--- config.mk ---
export PLATFORM = sky130hd
export DESIGN_NAME = battery_level_monitor_top
export DESIGN_NICKNAME = d
export VERILOG_FILES = /design/src/hw/rtl/blm_pkg.sv /design/src/hw/rtl/battery_level_monitor_top.sv /design/src/hw/rtl/blm_cell.sv /design/src/hw/rtl/blm_div.sv
export SDC_FILE = /design/constraint.sdc
export NUM_CORES = 1
export LEC_CHECK = 0
export ABC_AREA = 1
export BUFFER_PORTS_ARGS = -buffer_cell sky130_fd_sc_hd__buf_2
export CAP_MARGIN = 20
export CORE_UTILIZATION = 40
export CTS_CLUSTER_DIAMETER = 200
export CTS_CLUSTER_SIZE = 16
export DETAILED_ROUTE_END_ITERATION = 10
export PLACE_DENSITY = 0.56
export SETUP_SLACK_MARGIN = 0.02
export SYNTH_ARGS = -nofsm -noshare
export SYNTH_HDL_FRONTEND = slang
export SYNTH_HIERARCHICAL = 1
export SYNTH_SLANG_ARGS = --single-unit
--- constraint.sdc ---
create_clock -name i_clk -period 9.9 [get_ports i_clk]
set_input_delay 0.99 -clock i_clk [delete_from_list [all_inputs] [get_ports i_clk]]
set_output_delay 0.99 -clock i_clk [all_outputs]
set_load 0.1 [all_outputs]
--- src/hw/rtl/blm_pkg.sv ---
// Shared types, widths and constants of the battery level monitor.
package blm_pkg;

    // Field and register widths.
    localparam int PIN_W      = 12;
    localparam int SAMPLE_W   = 13;
    localparam int PCT_W      = 7;
    localparam int OFFSET_W   = 11;
    localparam int CFG_W      = 13;
    localparam int CFG_IDX_W  = 3;
    localparam int S_DATA_W   = 16;
    localparam int M_DATA_W   = 32;

    // Default averaging window and the largest clamped sample.
    localparam int WINDOW_DEF     = 20;
    localparam int SAMPLE_MAX_VAL = 8191;

    // Percent divider widths: numerator is (average - empty) * 100.
    localparam int DIV_NUM_W = 20;
    localparam int DIV_DEN_W = SAMPLE_W;

    localparam logic [SAMPLE_W-1:0] SAMPLE_MAX = SAMPLE_W'(SAMPLE_MAX_VAL);
    localparam logic [PCT_W-1:0]    PCT_ZERO   = '0;
    localparam logic [PCT_W-1:0]    PCT_FULL   = PCT_W'(100);
    localparam logic [PCT_W-1:0]    PCT_STEP   = PCT_W'(1);

    // Configuration register indexes.
    localparam logic [CFG_IDX_W-1:0] CFG_OFFSET  = 3'd0;
    localparam logic [CFG_IDX_W-1:0] CFG_EMPTY   = 3'd1;
    localparam logic [CFG_IDX_W-1:0] CFG_FULL    = 3'd2;
    localparam logic [CFG_IDX_W-1:0] CFG_LOW     = 3'd3;
    localparam logic [CFG_IDX_W-1:0] CFG_RECOVER = 3'd4;

    // Register reset values.
    localparam logic [OFFSET_W-1:0] OFFSET_RST  = '0;
    localparam logic [SAMPLE_W-1:0] EMPTY_RST   = 13'd3000;
    localparam logic [SAMPLE_W-1:0] FULL_RST    = 13'd4200;
    localparam logic [SAMPLE_W-1:0] LOW_RST     = 13'd3000;
    localparam logic [SAMPLE_W-1:0] RECOVER_RST = 13'd3200;

    // Sequencer states.
    typedef enum logic [2:0] {
        ST_IDLE,
        ST_MUL,
        ST_FIX,
        ST_MAP,
        ST_DIV,
        ST_OUT
    } t_state;

    // How the current sample relates to the filling of the window.
    typedef enum logic [1:0] {
        MODE_FILL,
        MODE_FIRST,
        MODE_RUN
    } t_mode;

endpackage

--- src/hw/rtl/battery_level_monitor_top.sv ---
// Battery level monitor: sample window, moving average, percent and low flag.
//
// Input stream (s_axis): one converter pin reading per transaction. The
// reading is doubled, offset, clamped to 0..8191 and shifted into a chain of
// WINDOW sample cells; a running sum follows the chain.
// Output stream (m_axis): one result transaction per input transaction with
// the average, the gated charge percent and the low-battery flags.
// Configuration: plain write port, one register per index; the user must
// write it only when idle, as the block does not enforce it. Timing: an input
// transaction is taken only in the idle state. Every sample passes the states
// MUL, FIX and MAP, then DIV when the window is full and the average lies
// strictly between the empty and full points, where the serial percent
// divider runs and hands over the quotient, and last OUT, which loads the
// result register. The next input transaction is taken only once the
// sequencer is back in idle. The average uses a reciprocal multiply and one
// correction step. The result register parts the two sides: the next input
// is taken while a result still waits, and the sequencer holds in its last
// state while the receiver stalls with a result already pending.
// Reset clears the window fill count, the sum, held percent, low state and
// the configuration registers to their defaults; the cells need no clearing.
module battery_level_monitor_top #(
    parameter int WINDOW = blm_pkg::WINDOW_DEF
) (
    input  logic                          i_clk,
    input  logic                          i_rst_n,
    // tdata: pin_mv[11:0], zero padding above
    input  logic [blm_pkg::S_DATA_W-1:0]  i_s_axis_tdata,
    input  logic                          i_s_axis_tvalid,
    output logic                          o_s_axis_tready,
    // tdata: average_mv[12:0], charge_percent[19:13], low_battery[20],
    // entered_low[21], left_low[22], update_display[23], primed[24], zeros above
    output logic [blm_pkg::M_DATA_W-1:0]  o_m_axis_tdata,
    output logic                          o_m_axis_tvalid,
    input  logic                          i_m_axis_tready,
    input  logic                          i_cfg_we,
    input  logic [blm_pkg::CFG_IDX_W-1:0] i_cfg_index,
    input  logic [blm_pkg::CFG_W-1:0]     i_cfg_data
);
    import blm_pkg::*;

    localparam int SUM_W  = $clog2(SAMPLE_MAX_VAL * WINDOW + 1);
    localparam int FILL_W = $clog2(WINDOW + 1);
    localparam int PROD_W = 2 * SUM_W;
    localparam logic [SUM_W-1:0]  RECIP     = SUM_W'((2 ** SUM_W) / WINDOW);
    localparam logic [SUM_W-1:0]  WIN_SUM   = SUM_W'(WINDOW);
    localparam logic [FILL_W-1:0] FILL_FULL = FILL_W'(WINDOW);
    localparam logic [FILL_W-1:0] FILL_LAST = FILL_W'(WINDOW - 1);
    localparam int PAD_W = M_DATA_W - SAMPLE_W - PCT_W - 5;

    // Configuration registers.
    logic [OFFSET_W-1:0] r_offset;
    logic [SAMPLE_W-1:0] r_empty;
    logic [SAMPLE_W-1:0] r_full;
    logic [SAMPLE_W-1:0] r_low_mv;
    logic [SAMPLE_W-1:0] r_recover;

    always_ff @(posedge i_clk) begin
        if (!i_rst_n) begin
            r_offset  <= OFFSET_RST;
            r_empty   <= EMPTY_RST;
            r_full    <= FULL_RST;
            r_low_mv  <= LOW_RST;
            r_recover <= RECOVER_RST;
        end else if (i_cfg_we) begin
            unique case (i_cfg_index)
                CFG_OFFSET:  r_offset  <= i_cfg_data[OFFSET_W-1:0];
                CFG_EMPTY:   r_empty   <= i_cfg_data;
                CFG_FULL:    r_full    <= i_cfg_data;
                CFG_LOW:     r_low_mv  <= i_cfg_data;
                CFG_RECOVER: r_recover <= i_cfg_data;
                default: ;
            endcase
        end
    end

    // Sequencer and pipeline registers.
    t_state              r_state;
    t_state              n_state;
    t_mode               r_mode;
    logic [SUM_W-1:0]    r_sum;
    logic [FILL_W-1:0]   r_fill;
    logic [PROD_W-1:0]   r_prod;
    logic [SAMPLE_W-1:0] r_avg;
    logic [PCT_W-1:0]    r_pct;
    logic [PCT_W-1:0]    r_held;
    logic                r_low;
    logic                r_out_valid;
    logic [M_DATA_W-1:0] r_out_data;

    logic w_s_acc;
    logic w_out_free;
    logic w_load;

    assign o_s_axis_tready = (r_state == ST_IDLE);
    assign w_s_acc         = i_s_axis_tvalid && o_s_axis_tready;
    assign w_out_free      = !r_out_valid || i_m_axis_tready;
    assign w_load          = (r_state == ST_OUT) && w_out_free;

    // Sample conditioning: double, add signed offset, clamp to 0..8191.
    logic signed [15:0]  w_raw;
    logic [SAMPLE_W-1:0] w_sample;

    assign w_raw = $signed({3'b000, i_s_axis_tdata[PIN_W-1:0], 1'b0})
                 + 16'($signed(r_offset));

    always_comb begin
        if (w_raw < 0) begin
            w_sample = '0;
        end else if (w_raw > $signed(16'(SAMPLE_MAX_VAL))) begin
            w_sample = SAMPLE_MAX;
        end else begin
            w_sample = w_raw[SAMPLE_W-1:0];
        end
    end

    // Sample chain: the last cell holds the sample that leaves the window.
    logic [SAMPLE_W-1:0] w_tap [0:WINDOW];

    assign w_tap[0] = w_sample;

    for (genvar g = 0; g < WINDOW; g++) begin : g_cell
        blm_cell u_cell (
            .i_clk  (i_clk),
            .i_shift(w_s_acc),
            .i_data (w_tap[g]),
            .o_data (w_tap[g+1])
        );
    end

    // Running sum and fill count, updated on the input transaction.
    always_ff @(posedge i_clk) begin
        if (!i_rst_n) begin
            r_sum  <= '0;
            r_fill <= '0;
        end else if (w_s_acc) begin
            if (r_fill == FILL_FULL) begin
                r_sum <= r_sum - SUM_W'(w_tap[WINDOW]) + SUM_W'(w_sample);
            end else begin
                r_sum  <= r_sum + SUM_W'(w_sample);
                r_fill <= r_fill + 1'b1;
            end
        end
    end

    // Average by reciprocal: the estimate is exact or one low.
    logic [SAMPLE_W-1:0] w_qest;
    logic [SUM_W-1:0]    w_rem;

    assign w_qest = r_prod[SUM_W +: SAMPLE_W];
    assign w_rem  = r_sum - SUM_W'(SUM_W'(w_qest) * WIN_SUM);

    // Percent divider start and operands.
    logic                 w_div_start;
    logic                 w_div_busy;
    logic [PCT_W-1:0]     w_div_quot;
    logic [DIV_NUM_W-1:0] w_div_num;
    logic [DIV_DEN_W-1:0] w_div_den;

    assign w_div_start = (r_state == ST_MAP) && (r_mode != MODE_FILL)
                       && (r_avg > r_empty) && (r_avg < r_full);
    assign w_div_num   = DIV_NUM_W'(DIV_NUM_W'(r_avg - r_empty) * DIV_NUM_W'(PCT_FULL));
    assign w_div_den   = r_full - r_empty;

    blm_div u_div (
        .i_clk  (i_clk),
        .i_rst_n(i_rst_n),
        .i_start(w_div_start),
        .i_num  (w_div_num),
        .i_den  (w_div_den),
        .o_busy (w_div_busy),
        .o_quot (w_div_quot)
    );

    // Datapath registers stepped by the sequencer.
    always_ff @(posedge i_clk) begin
        unique case (r_state)
            ST_IDLE: begin
                if (w_s_acc) begin
                    if (r_fill == FILL_FULL) begin
                        r_mode <= MODE_RUN;
                    end else if (r_fill == FILL_LAST) begin
                        r_mode <= MODE_FIRST;
                    end else begin
                        r_mode <= MODE_FILL;
                    end
                end
            end
            ST_MUL: r_prod <= PROD_W'(r_sum) * PROD_W'(RECIP);
            ST_FIX: begin
                if (w_rem >= WIN_SUM) begin
                    r_avg <= w_qest + 1'b1;
                end else begin
                    r_avg <= w_qest;
                end
            end
            ST_MAP: begin
                if (r_avg <= r_empty) begin
                    r_pct <= PCT_ZERO;
                end else if (r_avg >= r_full) begin
                    r_pct <= PCT_FULL;
                end
            end
            ST_DIV: begin
                if (!w_div_busy) begin
                    r_pct <= w_div_quot;
                end
            end
            ST_OUT: ;
            default: ;
        endcase
    end

    // Result: percent gating and low-state hysteresis.
    logic [SAMPLE_W-1:0] w_avg_out;
    logic [PCT_W-1:0]    n_held;
    logic                n_low;
    logic                w_entered;
    logic                w_left;
    logic                w_upd;
    logic                w_primed;
    logic [PCT_W-1:0]    w_diff;
    logic                w_enter_low;

    always_comb begin
        w_avg_out = '0;
        n_held    = r_held;
        n_low     = r_low;
        w_entered = 1'b0;
        w_left    = 1'b0;
        w_upd     = 1'b0;
        w_primed  = 1'b0;
        w_diff    = (r_pct > r_held) ? (r_pct - r_held) : (r_held - r_pct);
        w_enter_low = (r_avg <= r_low_mv);
        case (r_mode)
            MODE_FIRST: begin
                w_avg_out = r_avg;
                w_primed  = 1'b1;
                w_upd     = 1'b1;
                n_held    = r_pct;
                if (w_enter_low) begin
                    n_low     = 1'b1;
                    w_entered = 1'b1;
                end
            end
            MODE_RUN: begin
                w_avg_out = r_avg;
                w_primed  = 1'b1;
                if ((w_diff > PCT_STEP) || ((r_pct == PCT_ZERO) && (r_held != PCT_ZERO))
                        || ((r_pct == PCT_FULL) && (r_held != PCT_FULL))) begin
                    n_held = r_pct;
                    w_upd  = 1'b1;
                end
                if (!n_low && w_enter_low) begin
                    n_low     = 1'b1;
                    w_entered = 1'b1;
                    w_upd     = 1'b1;
                end
                if (n_low && (r_avg > r_recover)) begin
                    n_low  = 1'b0;
                    w_left = 1'b1;
                    w_upd  = 1'b1;
                end
            end
            default: ;
        endcase
    end

    // Held state and the output register.
    always_ff @(posedge i_clk) begin
        if (!i_rst_n) begin
            r_held      <= PCT_ZERO;
            r_low       <= 1'b0;
            r_out_valid <= 1'b0;
        end else if (w_load) begin
            r_held      <= n_held;
            r_low       <= n_low;
            r_out_valid <= 1'b1;
        end else if (i_m_axis_tready) begin
            r_out_valid <= 1'b0;
        end
    end

    always_ff @(posedge i_clk) begin
        if (w_load) begin
            r_out_data <= {{PAD_W{1'b0}}, w_primed, w_upd, w_left, w_entered,
                           n_low, n_held, w_avg_out};
        end
    end

    assign o_m_axis_tvalid = r_out_valid;
    assign o_m_axis_tdata  = r_out_data;

    // Sequencer state register.
    always_ff @(posedge i_clk) begin
        if (!i_rst_n) begin
            r_state <= ST_IDLE;
        end else begin
            r_state <= n_state;
        end
    end

    // Next-state logic.
    always_comb begin
        n_state = r_state;
        unique case (r_state)
            ST_IDLE: begin
                if (w_s_acc) begin
                    n_state = ST_MUL;
                end
            end
            ST_MUL: n_state = ST_FIX;
            ST_FIX: n_state = ST_MAP;
            ST_MAP: n_state = w_div_start ? ST_DIV : ST_OUT;
            ST_DIV: begin
                if (!w_div_busy) begin
                    n_state = ST_OUT;
                end
            end
            ST_OUT: begin
                if (w_out_free) begin
                    n_state = ST_IDLE;
                end
            end
            default: n_state = ST_IDLE;
        endcase
    end

endmodule

--- src/hw/rtl/blm_cell.sv ---
// One sample cell of the window shift chain.
module blm_cell (
    input  logic                         i_clk,
    input  logic                         i_shift,
    input  logic [blm_pkg::SAMPLE_W-1:0] i_data,
    output logic [blm_pkg::SAMPLE_W-1:0] o_data
);
    import blm_pkg::*;

    logic [SAMPLE_W-1:0] r_data;

    // Take the neighbour's sample whenever a new sample enters the chain.
    always_ff @(posedge i_clk) begin
        if (i_shift) begin
            r_data <= i_data;
        end
    end

    assign o_data = r_data;

endmodule

--- src/hw/rtl/blm_div.sv ---
// Serial restoring divider for the charge percent, one quotient bit per cycle.
module blm_div (
    input  logic                          i_clk,
    input  logic                          i_rst_n,
    input  logic                          i_start,
    input  logic [blm_pkg::DIV_NUM_W-1:0] i_num,
    input  logic [blm_pkg::DIV_DEN_W-1:0] i_den,
    output logic                          o_busy,
    output logic [blm_pkg::PCT_W-1:0]     o_quot
);
    import blm_pkg::*;

    localparam int CNT_W = $clog2(PCT_W);
    localparam logic [CNT_W-1:0] CNT_LAST = CNT_W'(PCT_W - 1);

    logic                 r_busy;
    logic [CNT_W-1:0]     r_cnt;
    logic [DIV_NUM_W-1:0] r_rem;
    logic [DIV_NUM_W-1:0] r_dsh;
    logic [PCT_W-1:0]     r_quot;
    logic                 w_fit;

    // The quotient is known to stay below 128, so the divisor starts shifted by six.
    assign w_fit = (r_rem >= r_dsh);

    // Control: busy from the start until the last quotient bit is done.
    always_ff @(posedge i_clk) begin
        if (!i_rst_n) begin
            r_busy <= 1'b0;
            r_cnt  <= '0;
        end else if (i_start) begin
            r_busy <= 1'b1;
            r_cnt  <= '0;
        end else if (r_busy) begin
            if (r_cnt == CNT_LAST) begin
                r_busy <= 1'b0;
            end else begin
                r_cnt <= r_cnt + 1'b1;
            end
        end
    end

    // Datapath: trial subtraction and quotient shift.
    always_ff @(posedge i_clk) begin
        if (i_start) begin
            r_rem <= i_num;
            r_dsh <= DIV_NUM_W'(i_den) << (PCT_W - 1);
        end else if (r_busy) begin
            if (w_fit) begin
                r_rem <= r_rem - r_dsh;
            end
            r_dsh  <= r_dsh >> 1;
            r_quot <= {r_quot[PCT_W-2:0], w_fit};
        end
    end

    assign o_busy = r_busy;
    assign o_quot = r_quot;

endmodule

# == Word level (Yosys, flattened, before mapping) ==
# Index checks and enable logic that the tools add are counted.
# op_classes
n_addsub,13
n_mul,3
div_mod_pow,0
n_lt_le_gt_ge,12
n_eq_ne,20
n_shift,0
n_mux,41
n_bitwise,4
reduce_logical,38
# ops
cell,count
two-way mux 20 bit,3
two-way mux 13 bit,3
two-way mux 19 bit,2
adder 18 x 13 -> 18 bit,2
two-way mux 7 bit,5
"multiplier 18 x 14 -> 31 bit, second input constant",1
one-hot mux 7 bit (2 select lines),2
greater-than comparator 13 bit,2
less-or-equal comparator 13 bit,2
AND reduction 2 bit,11
>= comparator 20 x 19 -> 1 bit,1
"multiplier 20 x 5 -> 18 bit, second input constant",1
subtractor 20 x 19 -> 20 bit,1
">= comparator 18 x 5 -> 1 bit, second input constant",1
two-way mux 1 bit,18
two-way mux 18 bit,1
one-hot mux 3 bit (6 select lines),1
subtractor 18 x 13 -> 18 bit,1
subtractor 18 bit,1
"multiplier 13 x 3 -> 16 bit, second input constant",1
adder 14 x 11 -> 15 bit,1
"greater-than comparator 15 x 14 -> 1 bit, second input constant",1
"less-than comparator 15 x 1 -> 1 bit, second input constant",1
subtractor 13 x 13 -> 14 bit,1
32 further kinds,67
# totals
register_bits,486
latchBits,0
ram_bits,0
mem_bits_ro,0
inputBits,37
output_inout_bits,34
word_cells,176
n_memories,0

# == Logic depth before layout (Yosys ltp) ==
# Gate-level depths: netlist (run 1).
# logic_depth
ltp_word,9
ltp_mapped,29
depth_no_buf,29

# == Hierarchy ==
# Netlist (run 1), hierarchy kept.
# by_module_without_submodules
mod,n_inst,cells_per_inst,area_each_um2,seq_area_each_um2
battery_level_monitor_top,1,2444,19088.3,3763.6
blm_cell,20,13,390.4,390.4
blm_div,1,416,3219.3,1401.3

# == Worst setup path after synthesis (run 1) ==
# Ideal clock, no wire load.
# synth_path
path_type,flip-flop to flip-flop
start,register r_state[0]
end,"register g_cell[0].u_cell.r_data[0], enable pin"
setup_time_ns,0.728
arrival_ns,8.972
t_required_ns,9.172
slack_ns,0.200
stages_incl_launch_ff,7
path_buffers,1
period_less_slack_ns,9.700
cell_sequence,dfxtp_1 > nor2_1 > inv_1 > nor2_2 > inv_1 > nor2_4 > buf_1
# synth_between
elab_chain_len,2
# synth_rtl
element,line,text
"start, declared",battery_level_monitor_top.sv:77,t_state r_state;
"start signal, assigned",battery_level_monitor_top.sv:298,r_state <= n_state;
logical NOT 3 bit,battery_level_monitor_top.sv:94,assign o_s_axis_tready = (r_state == ST_IDLE);
net o_s_axis_tready,battery_level_monitor_top.sv:29,"output logic o_s_axis_tready,"
logical AND 1 bit,battery_level_monitor_top.sv:95,assign w_s_acc = i_s_axis_tvalid && o_s_axis_tready;
net w_s_acc,battery_level_monitor_top.sv:90,logic w_s_acc;
"end signal, assigned",blm_cell.sv:15,r_data <= i_data;
"end, declared",blm_cell.sv:10,logic [SAMPLE_W-1:0] r_data;
# The timed path passes the listed nets, and every way through them passes these cells.
# A chain may end at the register's enable or synchronous reset.

# == Final worst setup path (run 1) ==
# layout_path
start,register r_sum[6]
end,"register r_prod[30], data pin"
# layout_between
elab_chain_len,1
# layout_rtl
element,line,text
"start, declared",battery_level_monitor_top.sv:80,logic [SUM_W-1:0] r_sum;
"start signal, assigned",battery_level_monitor_top.sv:137,r_sum <= r_sum - SUM_W'(w_tap[WINDOW]) + SUM_W'(w_sample);
"start signal, assigned",battery_level_monitor_top.sv:139,r_sum <= r_sum + SUM_W'(w_sample);
multiplier 18 x 14 -> 31 bit,battery_level_monitor_top.sv:188,ST_MUL: r_prod <= PROD_W'(r_sum) * PROD_W'(RECIP);
"end signal, assigned",battery_level_monitor_top.sv:188,
"end, declared",battery_level_monitor_top.sv:82,logic [PROD_W-1:0] r_prod;
# No other way between the ends.

==> flow_summary.toml, run 1 <==
[grt]
grt_max_degree = 195
grtUsageTotal_pct = 17.5
grt_pass1_wl_um = 107000
overflow = 0
antenna_found_initial = 0
grt_pass1_vias = 19900

[clock_network]
path_clk_slew_ns = 0.08
numCtsBuffers = 35
clk_latency_ns = 0.57
postCtsHoldBufs = 0
clockRootBuffer = "clkbuf_16"
clock_sinks = 468
cts_tree = "yes"
post_cts_resized = 0
post_cts_buffers = 0
htreeDepth = 2
cts_buffer_depth = 3

[routing]
drc = 0
wire_per_inst_um = 16.0
vias = 20700
viasPerCell = 4.95
wl_um = 66700
drtIter0Drc = 1363
first_pass_iters = 5
antenna_left = 0

[timing]
rsz0062_at_grt = "no"
hold_violations = 0
fmaxAchievable_mhz = 172
clock_skew_ns = 0.0248
slew_headroom_pct = 28.5
fin_crit_sh_pct = 58.6
fin_ws_ns = 4.10
final.setup.tns_ns = 0
drv_slew = 0
finalSetupViolCount = 0
tightest_slew_ns = 1.07
finalCriticalPeriod_ns = 5.80

[finish]
final_cell_mix = "nand2_1, inv_1, edfxtp_1"
final_layout_size_suffix_gt1_share_pct = 6.11
final_cells = 4177
mostFrequentLayoutCell = "nand2_1"
fillers = 7231
synthToLayoutAreaGrowth_pct = 7.99
diodes = 0
nNetsFinal = 3685

[synthesis]
netlist_instances = 3120
netlist_area_mm2 = 0.0301
seq_area_frac_synth_pct = 43.1
synth-async-reset-ratio_pct = 0
synth_seq_cells = 468
synth_top_cell_by_area = "edfxtp_1"
synth_cell_types = 62
ys_warn_count = 6
synth_area_per_cell_um2 = 9.65
ys.flop_type = "edfxtp_1"
synthTopCellsByArea = "edfxtp_1, ha_1, fa_1, dfxtp_1, nand2_1"
synth_top_area_share_pct = 35.9
synth_edf_count = 360

[place]
routabilityCongestion = 0.871
io_buffers = 59
dp_hpwl_um = 50500
dp.cells = 4114
place_ws_ns = 4.02

[setup_path]
r2r_end = "r_prod[30]"
path_depth = 19
critPathSlowestCell = "dfxtp_1"
crit_fanout = 10
slowest_delay_ns = 0.77
cp-endpoint = "r_prod[30]"
cp.required_ns = 10.22
rrSetupSlack_ns = 4.10
r2r_cells = 19
cp-startpoint = "r_sum[6]"
crit_family = "adder cells"
crit_top_cell = "fa_1"
cp-end-kind = "register"
path_cells = "ha_1, fa_1, inv_1, fa_1, inv_1, fa_1, fa_1, fa_1, ha_1, nand2_1, nor2_1, and2_1, nand4_1, nand3_1, a21oi_1, o21ai_1, nand2_1, nand2_1, xor2_1"
arrival_ns = 6.12
path_buf_inv = 2
start_kind = "register"
r2r_start = "r_sum[6]"
crit_type = "reg2reg"

[floorplan]
die_y_um = 276
row_count = 100
io-pin-count = 71
initial_core_util_pct = 40.5
dieArea_mm2 = 0.0764
die_w_um = 276
core-area_mm2 = 0.0744

[hold_path]
min_path_type = "reg2reg"
whs_path_depth = 0

[power_and_ir_drop]
cellPowerDensity_mw_per_mm2 = 313
power.leakage_uw = 0.0149
irDropWorstVdd_mv = 0.201

[status]
status = "finished clean"

[job]
max_cap_violations = 0
[metal layers]
layer | GRT usage, % | vias to the layer above | wire length, um
li1 | - | 10600 | -
met1 | 25.0 | 9649 | 32700
met2 | 28.2 | 329 | 29900
met5 | 0 | - | 0
met4 | 3.84 | 0 | 1340
met3 | 2.26 | 62 | 2700
[report_power, final]
group          leakage [uW]  total (uW)  internal, uW  switching [uW]
Combinational        0.0102        5960          2260            3710
Clock              0.000489        1390           689             698
Sequential          0.00425        2820          2580             237
Total                0.0149       10200          5530            4640
[metrics by stage]
step / util (%) / hold WS (ns) / power, uW / instance area (um^2)
2_1_floorplan: - / 0.400 / 7610 / 30100
3_3_place_gp: 42.3 / 0.401 / 8850 / 31500
3_5_place_dp: 42.3 / 0.405 / 8870 / 31500
4_1_cts: 43.7 / 0.405 / 10300 / 32500
5_1_grt: 43.7 / 0.410 / 11200 / 32500
6_report: 43.7 / 0.406 / 10200 / 32500
[state kept, by name, summed over array words and instances, names as in the netlist, 11 cells and up]
signal	count
r_sum	18
r_low_mv	13
r_recover	13
g_cell.u_cell/o_data	260
r_prod	13
u_div/r_dsh	19
u_div/r_rem	20
r_avg	13
r_empty	13
r_offset	11
o_m_axis_tdata	25
r_full	13
[cells by family after synthesis]
kind of cell / count (synthesis) / synth area share (%)
AO/OA/AOI/OAI: 547 / 10.1
XOR/XNOR: 107 / 3.11
adder cells (fa/ha/maj): 465 / 22.2
buffers and inverters: 569 / 7.33
flip-flops: 468 / 43.1
other: 1 / 0.0125
AND/OR/NAND/NOR: 963 / 14.2
[Yosys cell counts (all sizes together), types with 14 or more instances]
cell type,n
nand2,547
inv,514
edfxtp,360
ha,351
a21oi,263
o21ai,191
nor2,179
nand3,122
fa,114
dfxtp,108
xor2,65
nand4,51
xnor2,42
clkbuf,31
nor3,29
o211ai,26
buf,21
a21o,18
a31oi,14
[how the worst min path moves through the flow]
stage	start	end	slack (ns)
global placement	g_cell[18].u_cell/o_data[0]	g_cell[19].u_cell/o_data[0]	0.40
detailed placement	g_cell[9].u_cell/o_data[10]	g_cell[10].u_cell/o_data[10]	0.40
floorplan	g_cell[9].u_cell/o_data[0]	g_cell[10].u_cell/o_data[0]	0.40
CTS	g_cell[17].u_cell/o_data[4]	g_cell[18].u_cell/o_data[4]	0.41
finish	g_cell[17].u_cell/o_data[4]	g_cell[18].u_cell/o_data[4]	0.41
global route	g_cell[18].u_cell/o_data[7]	g_cell[19].u_cell/o_data[7]	0.41
[worst register-to-register path: stages (launching register included)]
cell	delay (ns)
dfxtp_1	0.77
ha_1	0.40
fa_1	0.55
inv_1	0.06
fa_1	0.54
inv_1	0.06
fa_1	0.51
fa_1	0.58
fa_1	0.45
ha_1	0.34
nand2_1	0.11
nor2_1	0.05
and2_1	0.16
nand4_1	0.07
nand3_1	0.14
a21oi_1	0.29
o21ai_1	0.18
nand2_1	0.09
nand2_1	0.07
xor2_1	0.14
[layout make-up]
class	count	area [um^2]	area share, %
repair buffers	70	394	1.21
clock buffers	59	987	3.04
well taps	969	1210	3.73
multi-input cells	2091	15000	46.0
clock inverters	3	41.3	0.127
inverters	517	1940	5.97
flip-flops and latches	468	13000	39.9
No activity file was read; power rests on OpenSTA's default activity.
==> run 2, diff against run 1 <==
Settings changed: ABC_AREA 1 to 0.
Clock period 9.9 ns to 5.55 ns, I/O delays scaled along.
==> run 2 against run 1 <==
Compared with the run above: non-clock buffer count increased by 168; largest cell class unchanged; worst hold slack lost 0.11 ns; setup slack worse by 4.0 ns; critical endpoint unchanged.
==> flow_summary.toml, run 2 <==
[synthesis]
synth_most_common_cell = "edfxtp_1"
synthTopCellsByArea = "edfxtp_1, ha_1, fa_1, dfxtp_1, inv_1"
synth_top_family_by_area = "adder cells"
synth_xor_area_share_pct = 3.63
synth_top_cell_by_area = "edfxtp_1"
synthTopCellsByCount = "edfxtp_1, ha_1, inv_1"
ys.flop_type = "edfxtp_1"
netlist_area_mm2 = 0.0289
seq_area_frac_synth_pct = 44.9
synth_mux_area_share_pct = 0.446
yosys.area_share.simple_pct = 10.1
synth_cell_types = 90
synth_compound_area_share_pct = 12.6
synth_edf_count = 360
synth_fa_ha_area_share_pct = 23.1
synth_top_area_share_pct = 37.4
synth-async-reset-ratio_pct = 0
synth_seq_cells = 468
netlist_instances = 2597
ys_warn_count = 6
synth_area_per_cell_um2 = 11.1

[clock_network]
postCtsHoldBufs = 0
path_clk_slew_ns = 0.08
clockRootBuffer = "clkbuf_16"
htreeDepth = 2
clk_latency_ns = 0.57
numCtsBuffers = 35
cts_buffer_depth = 3
cts_tree = "yes"
clock_sinks = 468

[grt]
grt_pass1_vias = 19300
overflow = 0
grt_pass1_wl_um = 105000
antenna_found_initial = 0
grtUsageTotal_pct = 18.2
grt_max_degree = 148

[routing]
drc = 0
viasPerCell = 5.17
antenna_left = 0
wire_per_inst_um = 17.6
wl_um = 67000
first_pass_iters = 5
drtIter0Drc = 1163
vias = 19600

[job]
max_cap_violations = 0

[hold_path]
min_path_type = "in2reg"
min_from = "i_cfg_data[12]"

[timing]
fmaxAchievable_mhz = 182
worst_hold_slack_ns = 0.296
finalSetupViolCount = 0
hold_violations = 0
fin_crit_sh_pct = 98.7
slew_headroom_pct = 34.7
clock_skew_ns = 0.0382
drv_slew = 0
tightest_slew_ns = 0.980
finalCriticalPeriod_ns = 5.48
final.setup.tns_ns = 0
fin_ws_ns = 0.0701
rsz0062_at_grt = "yes"

[setup_path]
crit_top_cell = "fa_1"
start_kind = "register"
slowest_delay_ns = 0.55
cp-startpoint = "r_sum[1]"
crit_fanout = 4
critPathSlowestCell = "fa_1"
crit_type = "reg2reg"
rrSetupSlack_ns = 0.07
cp.required_ns = 5.88
arrival_ns = 5.81
path_cells = "ha_4, fa_1, inv_1, fa_1, inv_2, fa_1, fa_1, fa_1, ha_4, nand2_2, nand4_1, a311oi_2, a2111o_1, a21boi_2, o41a_1, a41o_1, o22ai_2, o21bai_1, xnor2_1"
cp-end-kind = "register"
r2r_start = "r_sum[1]"

[finish]
final_layout_size_suffix_gt1_share_pct = 13.6
nNetsFinal = 3322
final_cell_mix = "edfxtp_1, ha_1, inv_1"
fillers = 6563
diodes = 0
multi_input_area_mm2 = 0.0148
register_area_mm2 = 0.0130
mostFrequentLayoutCell = "edfxtp_1"
largest_reg_flops = 260
synthToLayoutAreaGrowth_pct = 14.3

[place]
dp_hpwl_um = 51700
place_ws_ns = -0.487
io_buffers = 59
routabilityCongestion = 0.903

[floorplan]
row_count = 98
dieArea_mm2 = 0.0733
core-area_mm2 = 0.0715
initial_core_util_pct = 40.4
die_w_um = 271
io-pin-count = 71
die_y_um = 271

[power_and_ir_drop]
power.leakage_uw = 0.0141
cellPowerDensity_mw_per_mm2 = 635
irDropWorstVdd_mv = 0.441
power_uw = 21000

[status]
status = "finished clean"
[run 2: cell families (layout without fill, tap and decap cells)]
| family | count (synthesis) | count (layout) |
|---|---|---|
| other | 1 | 9 |
| XOR/XNOR | 118 | 118 |
| buffers and inverters | 390 | 629 |
| flip-flops | 468 | 468 |
| AO/OA/AOI/OAI | 536 | 536 |
| AND/OR/NAND/NOR | 607 | 607 |
| multiplexers | 12 | 12 |
| adder cells (fa/ha/maj) | 465 | 465 |
[run 2: critical path: cells and delay by family (launching register included)]
kind	cells	cell delay [ns]
fa+ha+maj	7	2.97
flops	1	0.37
simple gates	2	0.16
xor+xnor	1	0.12
compound gates	7	1.53
buf+inv	2	0.09
[run 2: per-layer routing]
metal,part of all wire (%),vias up,global-route usage (%)
li1,-,9590,-
met1,48,9588,25.7
met2,46,337,29.6
met3,3.2,83,1.74
met4,2.4,0,5.07
met5,0,-,0
[run 2: area by class of cell]
| class | instances | area share [%] |
|---|---|---|
| Timing Repair Buffer | 238 | 5.15 |
| Sequential cell | 468 | 39.4 |
| Clock inverter | 3 | 0.125 |
| Tap cell | 950 | 3.60 |
| Clock buffer | 58 | 2.98 |
| Multi-Input combinational cell | 1747 | 45.0 |
| Inverter | 330 | 3.78 |
[run 2: per-stage QoR]
stage	cells	instance area [um^2]	util (%)
floorplan	2605	29000	-
CTS	3779	32600	45.6
finish	3794	33000	46.2
global route	3794	33000	46.2
global placement	3712	31500	44.1
detailed placement	3713	31500	44.1
[run 2: final timing paths]
path | end | depth (start not counted)
max | r_prod[30] | 19
min reg2reg | g_cell[11].u_cell/o_data[5] | 0
max reg2reg | r_prod[30] | 19
min | r_low_mv[12] | 3
[run 2: repair_timing]
item,CTS,global route
gates cloned,0,1
pin swaps,15,43
endpoints found under the setup margin,15,33
resized for setup,15,65
buffers inserted,5,11
[run 2: report_power, final]
group          switching (uW)  internal, uW
Combinational            7240          5910
Sequential                386          4980
Clock                    1230          1230
Total                    8850         12100
==> run 3, diff against run 2 <==
Settings changed: SLEW_MARGIN set to 25.
Clock period 5.55 ns to 7 ns, I/O delays scaled along.
==> run 3 against run 2 <==
Compared with the run above: clock power is 20% lower; sequential share of layout area up 1.8 points; cell count decreased by 3.9%; core utilization decreased by 2.2 points; fmax down 13%; register-to-register slack gained 0.61 ns; die area is the same; count of clock-buffer cells in the layout increased by 1; critical endpoint is now r_sum[15]; largest cell class unchanged.
==> flow_summary.toml, run 3 (same netlist as run 2, synthesis figures left out) <==
[timing]
fin_crit_sh_pct = 90.3
final.setup.tns_ns = 0
hold_violations = 0
rsz0062_at_grt = "no"
slew_headroom_pct = 30.3
tightest_slew_ns = 1.05
drv_slew = 0
finalCriticalPeriod_ns = 6.32
fmaxAchievable_mhz = 158
clock_skew_ns = 0.0224
finalSetupViolCount = 0

[power_and_ir_drop]
seq_power_share_pct = 28.3
power_uw = 15400
switchingPower_uw = 6630
p_int_uw = 8790
power.leakage_uw = 0.0133
irDropWorstVdd_mv = 0.298
cellPowerDensity_mw_per_mm2 = 490
netSwitchingFraction_pct = 43.0
clkPwrFrac_pct = 12.7
p_comb_share_pct = 59.0

[grt]
grt_pass1_wl_um = 101000
grt_pass1_vias = 18800
overflow = 0
grtUsageTotal_pct = 17.3
antenna_found_initial = 1
grt_max_degree = 148

[routing]
antenna_left = 0
wl_um = 63600
viasPerCell = 5.17
vias = 18900
drc = 0
drtIter0Drc = 1219
wire_per_inst_um = 17.5
first_pass_iters = 7

[floorplan]
core-area_mm2 = 0.0715
initial_core_util_pct = 40.4
die_w_um = 271
row_count = 98
die_y_um = 271
io-pin-count = 71
dieArea_mm2 = 0.0733

[place]
io_buffers = 59
dp_hpwl_um = 48400
routabilityCongestion = 0.870

[job]
max_cap_violations = 0

[clock_network]
clockRootBuffer = "clkbuf_16"
numCtsBuffers = 35
post_cts_buffers = 0
path_clk_slew_ns = 0.08
cts_buffer_depth = 3
postCtsHoldBufs = 0
clock_sinks = 468
post_cts_resized = 0
htreeDepth = 2
cts_tree = "yes"
clk_latency_ns = 0.58

[setup_path]
cp-end-kind = "register"
r2r_cells = 24
arrival_ns = 6.81
r2r_end = "r_sum[15]"
rrSetupSlack_ns = 0.68
start_kind = "register"
crit_type = "reg2reg"
r2r_start = "r_offset[2]"
cp.required_ns = 7.49
crit_fanout = 13

[finish]
nNetsFinal = 3171
synthToLayoutAreaGrowth_pct = 8.95
largest_reg_flops = 260
fillers = 6660
diodes = 0
final_cell_mix = "edfxtp_1, ha_1, inv_1"
final_layout_size_suffix_gt1_share_pct = 6.27
mostFrequentLayoutCell = "edfxtp_1"

[hold_path]
hold_path_end = "g_cell[8].u_cell/o_data[9]"
min_path_type = "reg2reg"
min_from = "g_cell[7].u_cell/o_data[9]"
whs_path_depth = 0

[status]
status = "finished clean"
==> run 3: cell types whose count changed in the layout (fill, tap and decap cells not counted), moves of 7 or more <==
cell	delta
a21oi_2	-8
o21ai_0	+14
dfxtp_1	+11
o21ai_2	-7
a21oi_1	+8
o21ai_1	-7
ha_4	-8
ha_1	+11
buf_4	-144
==> run 3: area by class of cell <==
class                      count  area (um^2)  area share (%)
multi-input combinational   1747        14500            46.0
sequential                   468        13000            41.2
inverter                     330         1250            3.96
tap                          950         1190            3.78
clock buffer                  59          966            3.07
timing repair buffer          87          538            1.71
clock inverter                 5         68.8           0.219
==> run 3: worst max-delay path: stages (launching register included) <==
cell and delay [ns]:
dfxtp_1 0.41, ha_1 0.26, a21o_1 0.18, a21oi_1 0.34, o21ai_0 0.15, a21oi_1 0.24, o21ai_0 0.19, a31o_2 0.30
a31oi_1 0.21, o21ai_0 0.17, xnor2_2 0.42, buf_4 0.28, o21ai_0 0.15, fa_1 0.55, inv_1 0.04, ha_1 0.21
a2111oi_0 0.37, buf_4 0.19, a21boi_0 0.26, o21ai_0 0.22, o41ai_1 0.48, o21a_1 0.24, xnor2_1 0.14, a22oi_1 0.08
a21boi_0 0.19
==> run 3: routing by layer <==
metal	routed length, um	global-route usage (%)
met3	2300	2.36
met1	30400	24.0
met5	13	0
met4	1540	4.88
met2	29400	28.2
==> run 3: per-stage QoR <==
step | worst slack (ns) | cell area [um^2] | hold WS [ns] | utilization, % | instances
2_1_floorplan | 0.855 | 28900 | 0.400 | - | 2605
4_1_cts | 0.534 | 31400 | 0.410 | 43.9 | 3645
3_3_place_gp | 0.229 | 30400 | 0.401 | 42.5 | 3581
6_report | 0.681 | 31500 | 0.413 | 44.0 | 3646
5_1_grt | 0.0817 | 31500 | 0.421 | 44.0 | 3646
3_5_place_dp | 0.110 | 30400 | 0.405 | 42.5 | 3581
==> run 3: how the worst max path moves through the flow <==
stage	start	endpoint	slack (ns)	depth (start not counted)
6_report	r_offset[2]	r_sum[15]	0.68	24
5_1_grt	r_offset[1]	r_sum[15]	0.08	25
4_1_cts	r_offset[1]	r_sum[15]	0.53	25
3_5_place_dp	i_s_axis_tdata[0]	r_sum[16]	0.11	27
3_3_place_gp	i_s_axis_tdata[0]	r_sum[15]	0.23	26
2_1_floorplan	r_state[0]	g_cell[0].u_cell/o_data[0]	0.85	6
==> run 3: power by group through the flow <==
stage | Clock (uW) | Combinational [uW] | Sequential [uW]
4_1_cts | 2030 | 9210 | 4370
3_3_place_gp | 0 | 8910 | 4400
3_5_place_dp | 0 | 9130 | 4410
2_1_floorplan | 0 | 7070 | 4280
6_report | 1950 | 9110 | 4360
5_1_grt | 2110 | 10500 | 4440
